`config.mk`:
```
export PLATFORM = sky130hd
export DESIGN_NAME = dtwe_ctrl
export DESIGN_NICKNAME = d
export VERILOG_FILES = /design/src/rtl/core/dtwe_pkg.sv /design/src/rtl/core/dtwe_ctrl.sv
export SDC_FILE = /design/constraint.sdc
export NUM_CORES = 1
export LEC_CHECK = 0
export BUFFER_PORTS_ARGS = -buffer_cell sky130_fd_sc_hd__buf_2
export CORE_AREA = 2 2 39 41
export DETAILED_ROUTE_END_ITERATION = 8
export DIE_AREA = 0 0 41 43
export PLACE_DENSITY_LB_ADDON = 0.1
export SLEW_MARGIN = 20
export SYNTH_ARGS = -nofsm -noshare
export SYNTH_HDL_FRONTEND = slang
export SYNTH_SLANG_ARGS = --single-unit
```
`constraint.sdc`:
```
create_clock -name clk -period 2.25 [get_ports clk]
set_input_delay 0.1125 -clock clk [delete_from_list [all_inputs] [get_ports clk]]
set_output_delay 0.1125 -clock clk [all_outputs]
set_load 0.02 [all_outputs]
```
`src/rtl/core/dtwe_pkg.sv`:
```
// Shared types and constants for the DTW distance block.
package dtwe_pkg;

	localparam int COEFF_W  = 16;
	localparam int DIST_W   = 32;
	localparam int FRAMES_W = 9;
	localparam int STATUS_W = 2;
	localparam int FDIM_W   = 5;
	localparam int DIV_NW   = 33;
	localparam int OUT_W    = 56;

	localparam logic [FDIM_W-1:0] FDIM_RESET = 5'd13;
	localparam logic [DIST_W-1:0] COST_SAT   = 32'hFFFF_FFFF;

	typedef enum logic [STATUS_W-1:0] {
		STAT_OK       = 2'd0,
		STAT_UNUSABLE = 2'd1,
		STAT_TOO_LONG = 2'd2
	} status_t;

	typedef enum logic [1:0] {
		DIV_TEST,
		DIV_TRAIN,
		DIV_FINAL
	} div_opnd_t;

	typedef enum logic [3:0] {
		ST_IDLE,
		ST_DIV_T,
		ST_DIV_R,
		ST_CHECK,
		ST_MAC,
		ST_SQRT,
		ST_UPD,
		ST_FDIV,
		ST_RESULT
	} state_t;

	typedef struct packed {
		logic      store;
		logic      div_start;
		div_opnd_t div_opnd;
		logic      latch_tq;
		logic      latch_rq;
		logic      check;
		logic      mac_run;
		logic      sqrt_start;
		logic      cell_upd;
		logic      latch_dist;
		logic      load_out;
	} ctrl_cmd_t;

	typedef struct packed {
		logic div_done;
		logic grid_ok;
		logic mac_done;
		logic sqrt_done;
		logic grid_last;
		logic acc_sat;
	} dp_stat_t;

endpackage

```
`src/rtl/core/dtwe_ctrl.sv`:
```
// Sequencer for loading, grid compute and result handoff.
module dtwe_ctrl (
	input  logic                clk,
	input  logic                arst_n,
	input  logic                s_tvalid,
	input  logic                s_action,
	input  logic                s_last,
	input  logic                m_tready,
	input  dtwe_pkg::dp_stat_t  stat,
	output dtwe_pkg::ctrl_cmd_t cmd,
	output logic                s_tready,
	output logic                m_tvalid
);
	import dtwe_pkg::*;

	state_t state_q, state_d;
	logic   out_full_q;
	logic   can_load;

	assign can_load = !out_full_q || m_tready;

	always_comb begin
		state_d = state_q;
		unique case (state_q)
			ST_IDLE:   if (s_tvalid && s_action && s_last) state_d = ST_DIV_T;
			ST_DIV_T:  if (stat.div_done) state_d = ST_DIV_R;
			ST_DIV_R:  if (stat.div_done) state_d = ST_CHECK;
			ST_CHECK:  state_d = stat.grid_ok ? ST_MAC : ST_RESULT;
			ST_MAC:    if (stat.mac_done) state_d = ST_SQRT;
			ST_SQRT:   if (stat.sqrt_done) state_d = ST_UPD;
			ST_UPD: begin
				if (!stat.grid_last) state_d = ST_MAC;
				else if (stat.acc_sat) state_d = ST_RESULT;
				else state_d = ST_FDIV;
			end
			ST_FDIV:   if (stat.div_done) state_d = ST_RESULT;
			ST_RESULT: if (can_load) state_d = ST_IDLE;
			default:   state_d = ST_IDLE;
		endcase
	end

	always_comb begin
		cmd          = '0;
		cmd.div_opnd = DIV_TEST;
		s_tready     = 1'b0;
		unique case (state_q)
			ST_IDLE: begin
				s_tready      = 1'b1;
				cmd.store     = s_tvalid;
				cmd.div_start = s_tvalid && s_action && s_last;
			end
			ST_DIV_T: begin
				cmd.latch_tq  = stat.div_done;
				cmd.div_start = stat.div_done;
				cmd.div_opnd  = DIV_TRAIN;
			end
			ST_DIV_R:  cmd.latch_rq = stat.div_done;
			ST_CHECK:  cmd.check = 1'b1;
			ST_MAC: begin
				cmd.mac_run    = 1'b1;
				cmd.sqrt_start = stat.mac_done;
			end
			ST_SQRT:   ;
			ST_UPD: begin
				cmd.cell_upd  = 1'b1;
				cmd.div_start = stat.grid_last && !stat.acc_sat;
				cmd.div_opnd  = DIV_FINAL;
			end
			ST_FDIV:   cmd.latch_dist = stat.div_done;
			ST_RESULT: cmd.load_out = can_load;
			default:   ;
		endcase
	end

	always_ff @(posedge clk or negedge arst_n) begin
		if (!arst_n) begin
			state_q    <= ST_IDLE;
			out_full_q <= 1'b0;
		end else begin
			state_q <= state_d;
			if (cmd.load_out) out_full_q <= 1'b1;
			else if (m_tready) out_full_q <= 1'b0;
		end
	end

	assign m_tvalid = out_full_q;
endmodule

```
==> Word level (Yosys, flattened, before mapping) <==
Cells that the tools add are included.
Widths: inputs -> output; s select.
{ "classes": {"eq_ne": 15, "muxes": 24, "reduce_logical": 9} }
{ "ops": {"columns": ["operator", "count"], "rows": [
  ["$mux 4", 10],
  ["$pmux 4 s9", 1],
  ["$eq 4x3->1 const B", 4],
  ["$ne 2x2->1 const B", 7],
  ["$mux 1", 10],
  ["$eq 4x2->1 const B", 2],
  ["$reduce_and 7->1", 1],
  ["$eq 4x1->1 const B", 1],
  ["$eq 4x4->1 const B", 1],
  ["$logic_not 4->1", 1],
  ["$pmux 2 s2", 1],
  ["$logic_and 1x1->1", 3],
  ["$pmux 1 s3", 1],
  ["$logic_not 1->1", 2],
  ["$mux 2", 1],
  ["$reduce_bool 2->1", 1],
  ["$logic_or 1x1->1", 1]
]} }
{ "word_totals": {"ff_bits": 5, "in_bits": 12, "output_inout_bits": 14} }

==> Logic depth before layout (Yosys ltp) <==
Gate-level depths: netlist of run 1.
{ "depth": {"word_depth": 4, "ltp_mapped": 5, "mapped_depth_nobuf": 4} }

==> Least setup slack after synthesis of run 1 <==
No wires, ideal clock.
{ "synth_path": {"path_kind": "reg-to-reg", "from": "register state_q[2]", "to": "register state_q[0]", "t_arrival_ns": 2.039, "required_time_ns": 2.125, "setup_slack_ns": 0.086, "path_stages_with_launch": 6, "n_path_buf": 1, "period_less_slack_ns": 2.164, "path_cell_list": "dfrtp_1 > buf_4 > nor4_1 > nand2_1 > o2111ai_2 > mux2_4"} }
{ "synth_between": {"elab_chain_cells": 3, "elab_cells_between_ends": 18} }
{ "synth_lines": {"columns": ["item", "line_no", "rtl"], "rows": [
  ["start, declared", "dtwe_ctrl.sv:16", "state_t state_q, state_d;"],
  ["start signal, assigned", "dtwe_ctrl.sv:80", "state_q <= state_d;"],
  ["$eq 4x4->1 (tied with other cells)", "dtwe_ctrl.sv:24", "unique case (state_q)"],
  ["$ne 2x2->1 (no line)", null, null],
  ["$reduce_and 7->1 (no line)", null, null]
]} }
Several ways; a longest one is shown, not always the timed one.
A chain may end at the register's enable or synchronous reset.

==> Worst setup path in the final report of run 1 <==
{ "layout_path": {"from": "register state_q[0]", "to": "register state_q[0]"} }
Same word-level chain as after synthesis.

==> impl_metrics.ini, run 1 <==
[status]
status = completed

[timing]
setup_viol = 0
hold_viol = 0
setup_tns_ns = 0
rsz0062_at_grt = no
fmax_mhz = 514
slew_headroom = 0.660
min_period_over_period = 0.865
slew_viol_final = 0
fin_skew_ns = 0.000926
worst_pin_slew_ns = 0.506
finalCriticalPeriod_ns = 1.95

[final_layout]
antenna_cells = 0
regArea_um2 = 125
design_area_um2 = 663
area_growth_pct = 33.5
n_fill_cell = 145
drive_gt1_frac = 0.448
final_nets = 100
multi_input_area_um2 = 319

[floorplan]
rows = 14
start_util = 0.359
core_area_um2 = 1380
die_y_um = 43
die_area_um2 = 1760
io-pin-count = 26
die_w_um = 41

[route]
vias = 518
drc = 0
first_pass_iters = 4
postRouteAntennaNets = 0
finalWirelength_mm = 1.20
drt_iter0_markers = 8
wire_per_inst_um = 11.6
post_drt_via_cell_ratio = 5.03

[synth]
netlist_top_cells_area = dfrtp_1, buf_4, and2_1, or2b_2, a21oi_1
synthCells = 59
synth_area_um2 = 497
synth-seq-cells = 5
yosysMostFrequentCell = dfrtp_1
avgSynthCellArea_um2 = 8.42
synth_cell_type_count = 35
synth_top_cell_by_area = dfrtp_1
synth-edff-count = 0
ys.flop_type = dfrtp_1
syn-num-nets = 71
yosysWarnings = 0
yosysSeqAreaShare = 0.252
synthTopCellsByCount = dfrtp_1, buf_4, inv_1
synthArstFlopShare = 1.00
synth_top_area_share = 0.252

[setup_path]
path_cells = or4b_4 -> or3_4 -> o2111ai_2 -> mux2_4
path_class = register to register
cp.required_ns = 2.37
path_buf_inv = 0
end_kind = register
critPathMaxFanout = 7
slowest_stage = or4b_4
critPathTopFamily = simple AND/OR/NAND/NOR gates
cp.arrival_ns = 2.07
slowest_delay_ns = 0.55
start_kind = register

[grt]
grt_pass1_wl_mm = 1.81
grt_max_degree = 13
grt_pass1_vias = 426
grt_overflow = 0
grt_usage = 0.154
antenna_found_initial = 0

[place]
dpl_cell_area_um2 = 627
dpl.hpwl_um = 939
port_buffers = 25
place_congestion = 0.740

[cts]
cts_setup_buffers = 0
h-tree-depth = 1
cts_sinks = 5
clock_latency_ns = 0.24
post_cts_resize_count = 0
cts_buffer_depth = 2
cts-root-buf = clkbuf_4
path_clk_slew_ns = 0.04
cts_hold_buf = 1
cts_tree = built
numCtsBuffers = 3

[worst_hold_path]
min_path_type = primary input to register

[power]
p_per_area_nw_per_um2 = 1230
total_leakage_power_uw = 0.000346
power_uw = 814
max-vdd-ir-drop_mv = 0.601

[run]
cap_violations = 0
-- final timing paths --
| path | start | to | cells after the start | slack, ns |
|---|---|---|---|---|
| worst max register to register | state_q[0]$_DFFE_PN0P_ | state_q[0]$_DFFE_PN0P_ | 4 | 0.30 |
| worst max-delay path | state_q[0]$_DFFE_PN0P_ | state_q[0]$_DFFE_PN0P_ | 4 | 0.30 |
| min in group asynchronous | arst_n | state_q[0]$_DFFE_PN0P_ | 2 | 0.23 |
| worst min register to register | m_tvalid$_DFFE_PN0P_ | m_tvalid$_DFFE_PN0P_ | 2 | 0.58 |
| worst min-delay path | m_tready | m_tvalid$_DFFE_PN0P_ | 2 | 0.11 |
| max in group asynchronous | arst_n | m_tvalid$_DFFE_PN0P_ | 2 | 1.89 |
-- metal layers --
metal,global-route usage,up-vias,share of wire
li1,-,272,-
met1,0.241,233,0.50
met2,0.181,13,0.45
met3,0.0628,0,0.044
met4,0.0600,0,0
met5,0,-,0
-- final cells by class --
class | instances | share of cell area
flip-flops and latches | 5 | 0.189
inverters | 4 | 0.0226
multi-input cells | 45 | 0.481
repair buffers | 29 | 0.238
clock buffers | 4 | 0.0396
well taps | 16 | 0.0302
-- stage by stage --
step	util	instances	setup slack [ns]	hold slack [ns]
floorplan	-	59	0.0862	-0.183
global placement	0.453	98	0.339	-0.0681
detailed placement	0.453	98	0.315	-0.0725
CTS	0.479	103	0.305	0.114
global route	0.479	103	0.249	0.131
finish	0.479	103	0.304	0.113
-- state kept, by name, indices dropped and copies added (netlist names) --
signal / flops
m_tvalid: 1
state_q: 4
-- cells by family (layout without fill, tap and decap cells) --
kind of cell / Yosys count / in the layout / synth area share
DFF: 5 / 5 / 0.252
xor gates and xnor gates: 1 / 1 / 0.0176
buffers and inverters: 9 / 37 / 0.106
muxes: 2 / 2 / 0.0529
AOI/OAI and AO/OA: 13 / 13 / 0.194
and+or+nand+nor: 29 / 29 / 0.378
-- report_power, final --
part | internal (uW) | total, uW | switching [uW]
registers | 123 | 163 | 40.2
clock network | 66.9 | 101 | 34.2
logic | 243 | 550 | 307
-- placed cells by master, fill, tap and decap left out, types with 3 or more instances in the layout --
cell type and n:
buf_2 25, dfrtp_1 5, inv_1 4, and2_1 3, a21oi_1 3, clkbuf_4 3
buf_4 3
No activity file was read; power rests on OpenSTA's default activity.
==> run 2: changes to the inputs <==
==> constraint.sdc (replaced) <==
create_clock -name clk -period 1.9 [get_ports clk]
set_input_delay 0.095 -clock clk [delete_from_list [all_inputs] [get_ports clk]]
set_output_delay 0.095 -clock clk [all_outputs]
set_load 0.02 [all_outputs]
==> run 2 against run 1 <==
Compared with the run above: sequential power is essentially flat; critical path depth is the same; cell area grew 3.2%; clock-buffer cell count is the same.
==> impl_metrics.ini, run 2 (same netlist as run 1, synthesis figures left out) <==
[setup_path]
r2r_setup_slack_ns = 0.08
path_cells = or4b_4 -> or3_4 -> o2111ai_2 -> mux2_4
slowest_delay_ns = 0.54
slowest_stage = or4b_4
end_kind = register
critPathMaxFanout = 3
path_class = register to register
timing.rr.end = state_q[0]$_DFFE_PN0P_
r2r-start = state_q[2]$_DFFE_PN0P_
cp-startpoint = state_q[2]$_DFFE_PN0P_
cp.required_ns = 2.02
start_kind = register
r2r_cells = 4
cp.arrival_ns = 1.94

[final_layout]
final_common_cell = buf_2
drive_gt1_frac = 0.472
antenna_cells = 0
area_growth_pct = 37.8
final_cell_mix = buf_2, dfrtp_1, buf_4
final_util = 0.495
final_nets = 102
largest_register_ffs = 4
top_register = state_q

[timing]
setup_tns_ns = 0
setup_viol = 0
slew_headroom = 0.764
fmax_mhz = 549
slew_viol_final = 0
finalCriticalPeriod_ns = 1.82
fin_skew_ns = 0.00116
min_period_over_period = 0.958
worst_pin_slew_ns = 0.351
rsz0062_at_grt = no
hold_viol = 0

[floorplan]
start_util = 0.359
rows = 14
die_area_um2 = 1760
die_w_um = 41
io-pin-count = 26
core_area_um2 = 1380
die_y_um = 43

[power]
total_leakage_power_uw = 0.000357
max-vdd-ir-drop_mv = 0.519
p_per_area_nw_per_um2 = 1480

[cts]
clock_latency_ns = 0.23
cts-root-buf = clkbuf_4
cts_sinks = 5
cts_buffer_depth = 2
cts_tree = built
h-tree-depth = 1
post_cts_resize_count = 0
numCtsBuffers = 3
path_clk_slew_ns = 0.04

[route]
drc = 0
first_pass_iters = 4
drt_iter0_markers = 9
postRouteAntennaNets = 0
finalWirelength_mm = 1.23
post_drt_via_cell_ratio = 5.13
vias = 539
wire_per_inst_um = 11.7

[grt]
grt_pass1_wl_mm = 2.01
antenna_found_initial = 0
grt_overflow = 0
grt_usage = 0.162
grt_pass1_vias = 463
grt_max_degree = 15

[status]
status = completed

[worst_hold_path]
hold_path_end = m_tvalid$_DFFE_PN0P_
min-delay-start = m_tready
hold_depth = 2
min_path_type = primary input to register

[place]
place_congestion = 0.730
dpl.hpwl_um = 969
port_buffers = 25

[run]
cap_violations = 0
## run 2: cell types whose count changed in the layout (fill, tap and decap cells not counted), sizes merged
cell / before / now
buf: 28 / 30
## run 2: worst max path at each step
stage | depth (start not counted) | slack [ns] | end
5_1_grt | 5 | 0.03 | state_q[0]$_DFFE_PN0P_
4_1_cts | 4 | 0.07 | state_q[0]$_DFFE_PN0P_
2_1_floorplan | 4 | 0.05 | state_q[0]$_DFFE_PN0P_
6_report | 4 | 0.08 | state_q[0]$_DFFE_PN0P_
3_5_place_dp | 4 | 0.08 | state_q[0]$_DFFE_PN0P_
3_3_place_gp | 5 | 0.11 | state_q[0]$_DFFE_PN0P_
## run 2: per-stage QoR
step                      instances  power [uW]  setup WS [ns]  hold WS, ns  cell area, um2
after floorplan                  59         697         0.0513       -0.201             503
after global placement          100         892          0.114      -0.0838             648
after detailed placement        100         890         0.0796      -0.0864             648
after CTS                       105        1020         0.0702       0.0907             684
after global routing            105        1100         0.0279        0.128             684
final                           105        1010         0.0795       0.0899             684
## run 2: metal layers
layer  GRT usage  vias to the layer above  share of wire
met5           0                        -              0
met4      0.0200                        0              0
met3      0.0471                        0          0.038
met2       0.225                       13           0.48
met1       0.252                      252           0.49
li1            -                      274              -
## run 2: repair_timing
item,CTS,global route
hold buffers,1,0
hold endpoints to repair,5,0
setup buffers,0,0
## run 2: final cells by class
type / instances / area (um2)
clock buffer: 4 / 26.3
fill: 147 / 699
inverter: 4 / 15.0
multi-input combinational: 45 / 325
sequential: 5 / 125
tap: 16 / 20.0
timing repair buffer: 31 / 173
## run 2: worst max-delay path: cells and delay by family (launching register included)
kind	cells	cell delay, ns
compound gates	1	0.11
flops	1	0.37
mux	1	0.32
simple gates	2	0.89
## run 2: power by group
group          switching [uW]  internal (uW)
registers                19.9            145
clock network            39.9           79.2
logic                     404            321
==> run 3: changes to the inputs <==
--- a/config.mk
+++ b/config.mk
@@ -7,6 +7,7 @@
 export LEC_CHECK = 0
 export BUFFER_PORTS_ARGS = -buffer_cell sky130_fd_sc_hd__buf_2
 export CORE_AREA = 2 2 39 41
+export CTS_BUF_LIST = sky130_fd_sc_hd__clkbuf_8
 export DETAILED_ROUTE_END_ITERATION = 8
 export DIE_AREA = 0 0 41 43
 export PLACE_DENSITY_LB_ADDON = 0.1
==> run 3 against run 2 <==
Compared with the run above: cell area grew 2.7%; critical path depth stayed put; highest routed layer unchanged; worst setup slack better by 0.0012 ns; clock skew grew 0.0011 ns; fmax about the same; first-iteration DRC count did not move; power is 6.4% higher.
==> impl_metrics.ini, run 3 (same netlist as run 1, synthesis figures left out) <==
[timing]
finalCriticalPeriod_ns = 1.82
fin_skew_ns = 0.00226
rsz0062_at_grt = no
slew_headroom = 0.764
worst_pin_slew_ns = 0.351
min_period_over_period = 0.958
setup_viol = 0
fmax_mhz = 550
setup_tns_ns = 0
slew_viol_final = 0
hold_viol = 0

[cts]
numCtsBuffers = 3
cts_sinks = 5
cts_buffer_depth = 2
h-tree-depth = 1
path_clk_slew_ns = 0.04
cts-root-buf = clkbuf_8
clock_latency_ns = 0.22
post_cts_resize_count = 0
cts_tree = built

[place]
place_inst = 100
place_congestion = 0.730
dpl.hpwl_um = 969
port_buffers = 25

[route]
drc = 0
post_drt_via_cell_ratio = 5.07
finalWirelength_mm = 1.23
vias = 532
wire_per_inst_um = 11.7
first_pass_iters = 4
postRouteAntennaNets = 0
drt_iter0_markers = 9

[floorplan]
io-pin-count = 26
rows = 14
core_area_um2 = 1380
die_area_um2 = 1760
die_w_um = 41
die_y_um = 43
start_util = 0.359

[final_layout]
final_nets = 102
n_fill_cell = 142
finalNonFillerCells = 105
regArea_um2 = 125
area_growth_pct = 41.6
multi_input_area_um2 = 325
largest_register_ffs = 4
final_common_cell = buf_2
final_cell_mix = buf_2, inv_1, dfrtp_1, buf_4
top_register = state_q
drive_gt1_frac = 0.472
final_util = 0.508
antenna_cells = 0

[run]
cap_violations = 0

[setup_path]
critPathTopFamily = simple AND/OR/NAND/NOR gates
path_buf_inv = 0
r2r_cells = 4
r2r_setup_slack_ns = 0.08
endpoint = state_q[0]$_DFFE_PN0P_
cp.required_ns = 2.00
cp-startpoint = state_q[2]$_DFFE_PN0P_
cp.depth = 4
end_kind = register
timing.rr.end = state_q[0]$_DFFE_PN0P_
path_cells = or4b_4 -> or3_4 -> o2111ai_2 -> mux2_4
cp.arrival_ns = 1.92
start_kind = register
path_class = register to register
slowest_stage = or4b_4
slowest_delay_ns = 0.54
critPathMaxFanout = 3
r2r-start = state_q[2]$_DFFE_PN0P_

[grt]
grt_pass1_wl_mm = 2.00
antenna_found_initial = 0
grt_pass1_vias = 460
grt_overflow = 0
grt_usage = 0.159
grt_max_degree = 15

[power]
power_uw = 1070
total_leakage_power_uw = 0.000369
max-vdd-ir-drop_mv = 0.651
p_per_area_nw_per_um2 = 1530

[worst_hold_path]
min_path_type = primary input to register

[status]
status = completed
==> run 3: changes by cell type in the layout (fill, tap and decap cells not counted) <==
cell      delta
clkbuf_8     +3
clkbuf_1     -1
inv_1        +1
clkbuf_4     -3
==> run 3: timing repair <==
action | CTS | global route
hold buffers | 1 | 0
hold endpoints to repair | 5 | 0
setup buffers | 0 | 0
==> run 3: power breakdown <==
part           internal [uW]  total (uW)  leakage (uW)  switching [uW]
clock network            138         186     0.0000269            47.6
logic                    321         723      0.000277             402
registers                146         165     0.0000654            19.8
==> run 3: worst register-to-register path, delay by kind of cell, from the launching register on <==
| family | cells | cell delay (ns) |
|---|---|---|
| AND/OR/NAND/NOR | 2 | 0.89 |
| flip-flops | 1 | 0.37 |
| multiplexers | 1 | 0.32 |
| AO/OA/AOI/OAI | 1 | 0.11 |
==> run 3: per-layer routing <==
metal	wire [um]	global-route usage
met5	0	0
met1	599	0.252
met3	36	0.0314
met4	0	0.0200
met2	595	0.225
==> run 3: cell type report <==
class | instances | area share
Clock inverter | 1 | 0.00534
Inverter | 4 | 0.0214
Timing Repair Buffer | 31 | 0.246
Clock buffer | 3 | 0.0587
Tap cell | 16 | 0.0285
Sequential cell | 5 | 0.178
Multi-Input combinational cell | 45 | 0.463
==> run 3: how the worst min path moves through the flow <==
stage,from,end,slack (ns),cells past startpoint
after global routing,m_tready,m_tvalid$_DFFE_PN0P_,0.15,2
after global placement,arst_n,m_tvalid$_DFFE_PN0P_,-0.08,1
after CTS,m_tready,m_tvalid$_DFFE_PN0P_,0.11,2
after detailed placement,arst_n,m_tvalid$_DFFE_PN0P_,-0.09,1
final,m_tready,m_tvalid$_DFFE_PN0P_,0.11,2
after floorplan,arst_n,m_tvalid$_DFFE_PN0P_,-0.20,0
==> run 3: metrics by stage <==
stage / hold WS [ns] / worst slack (ns) / area (um2)
after floorplan: -0.201 / 0.0513 / 503
after global placement: -0.0838 / 0.114 / 648
after detailed placement: -0.0864 / 0.0796 / 648
after CTS: 0.111 / 0.0715 / 703
after global routing: 0.154 / 0.0296 / 703
final: 0.110 / 0.0807 / 703
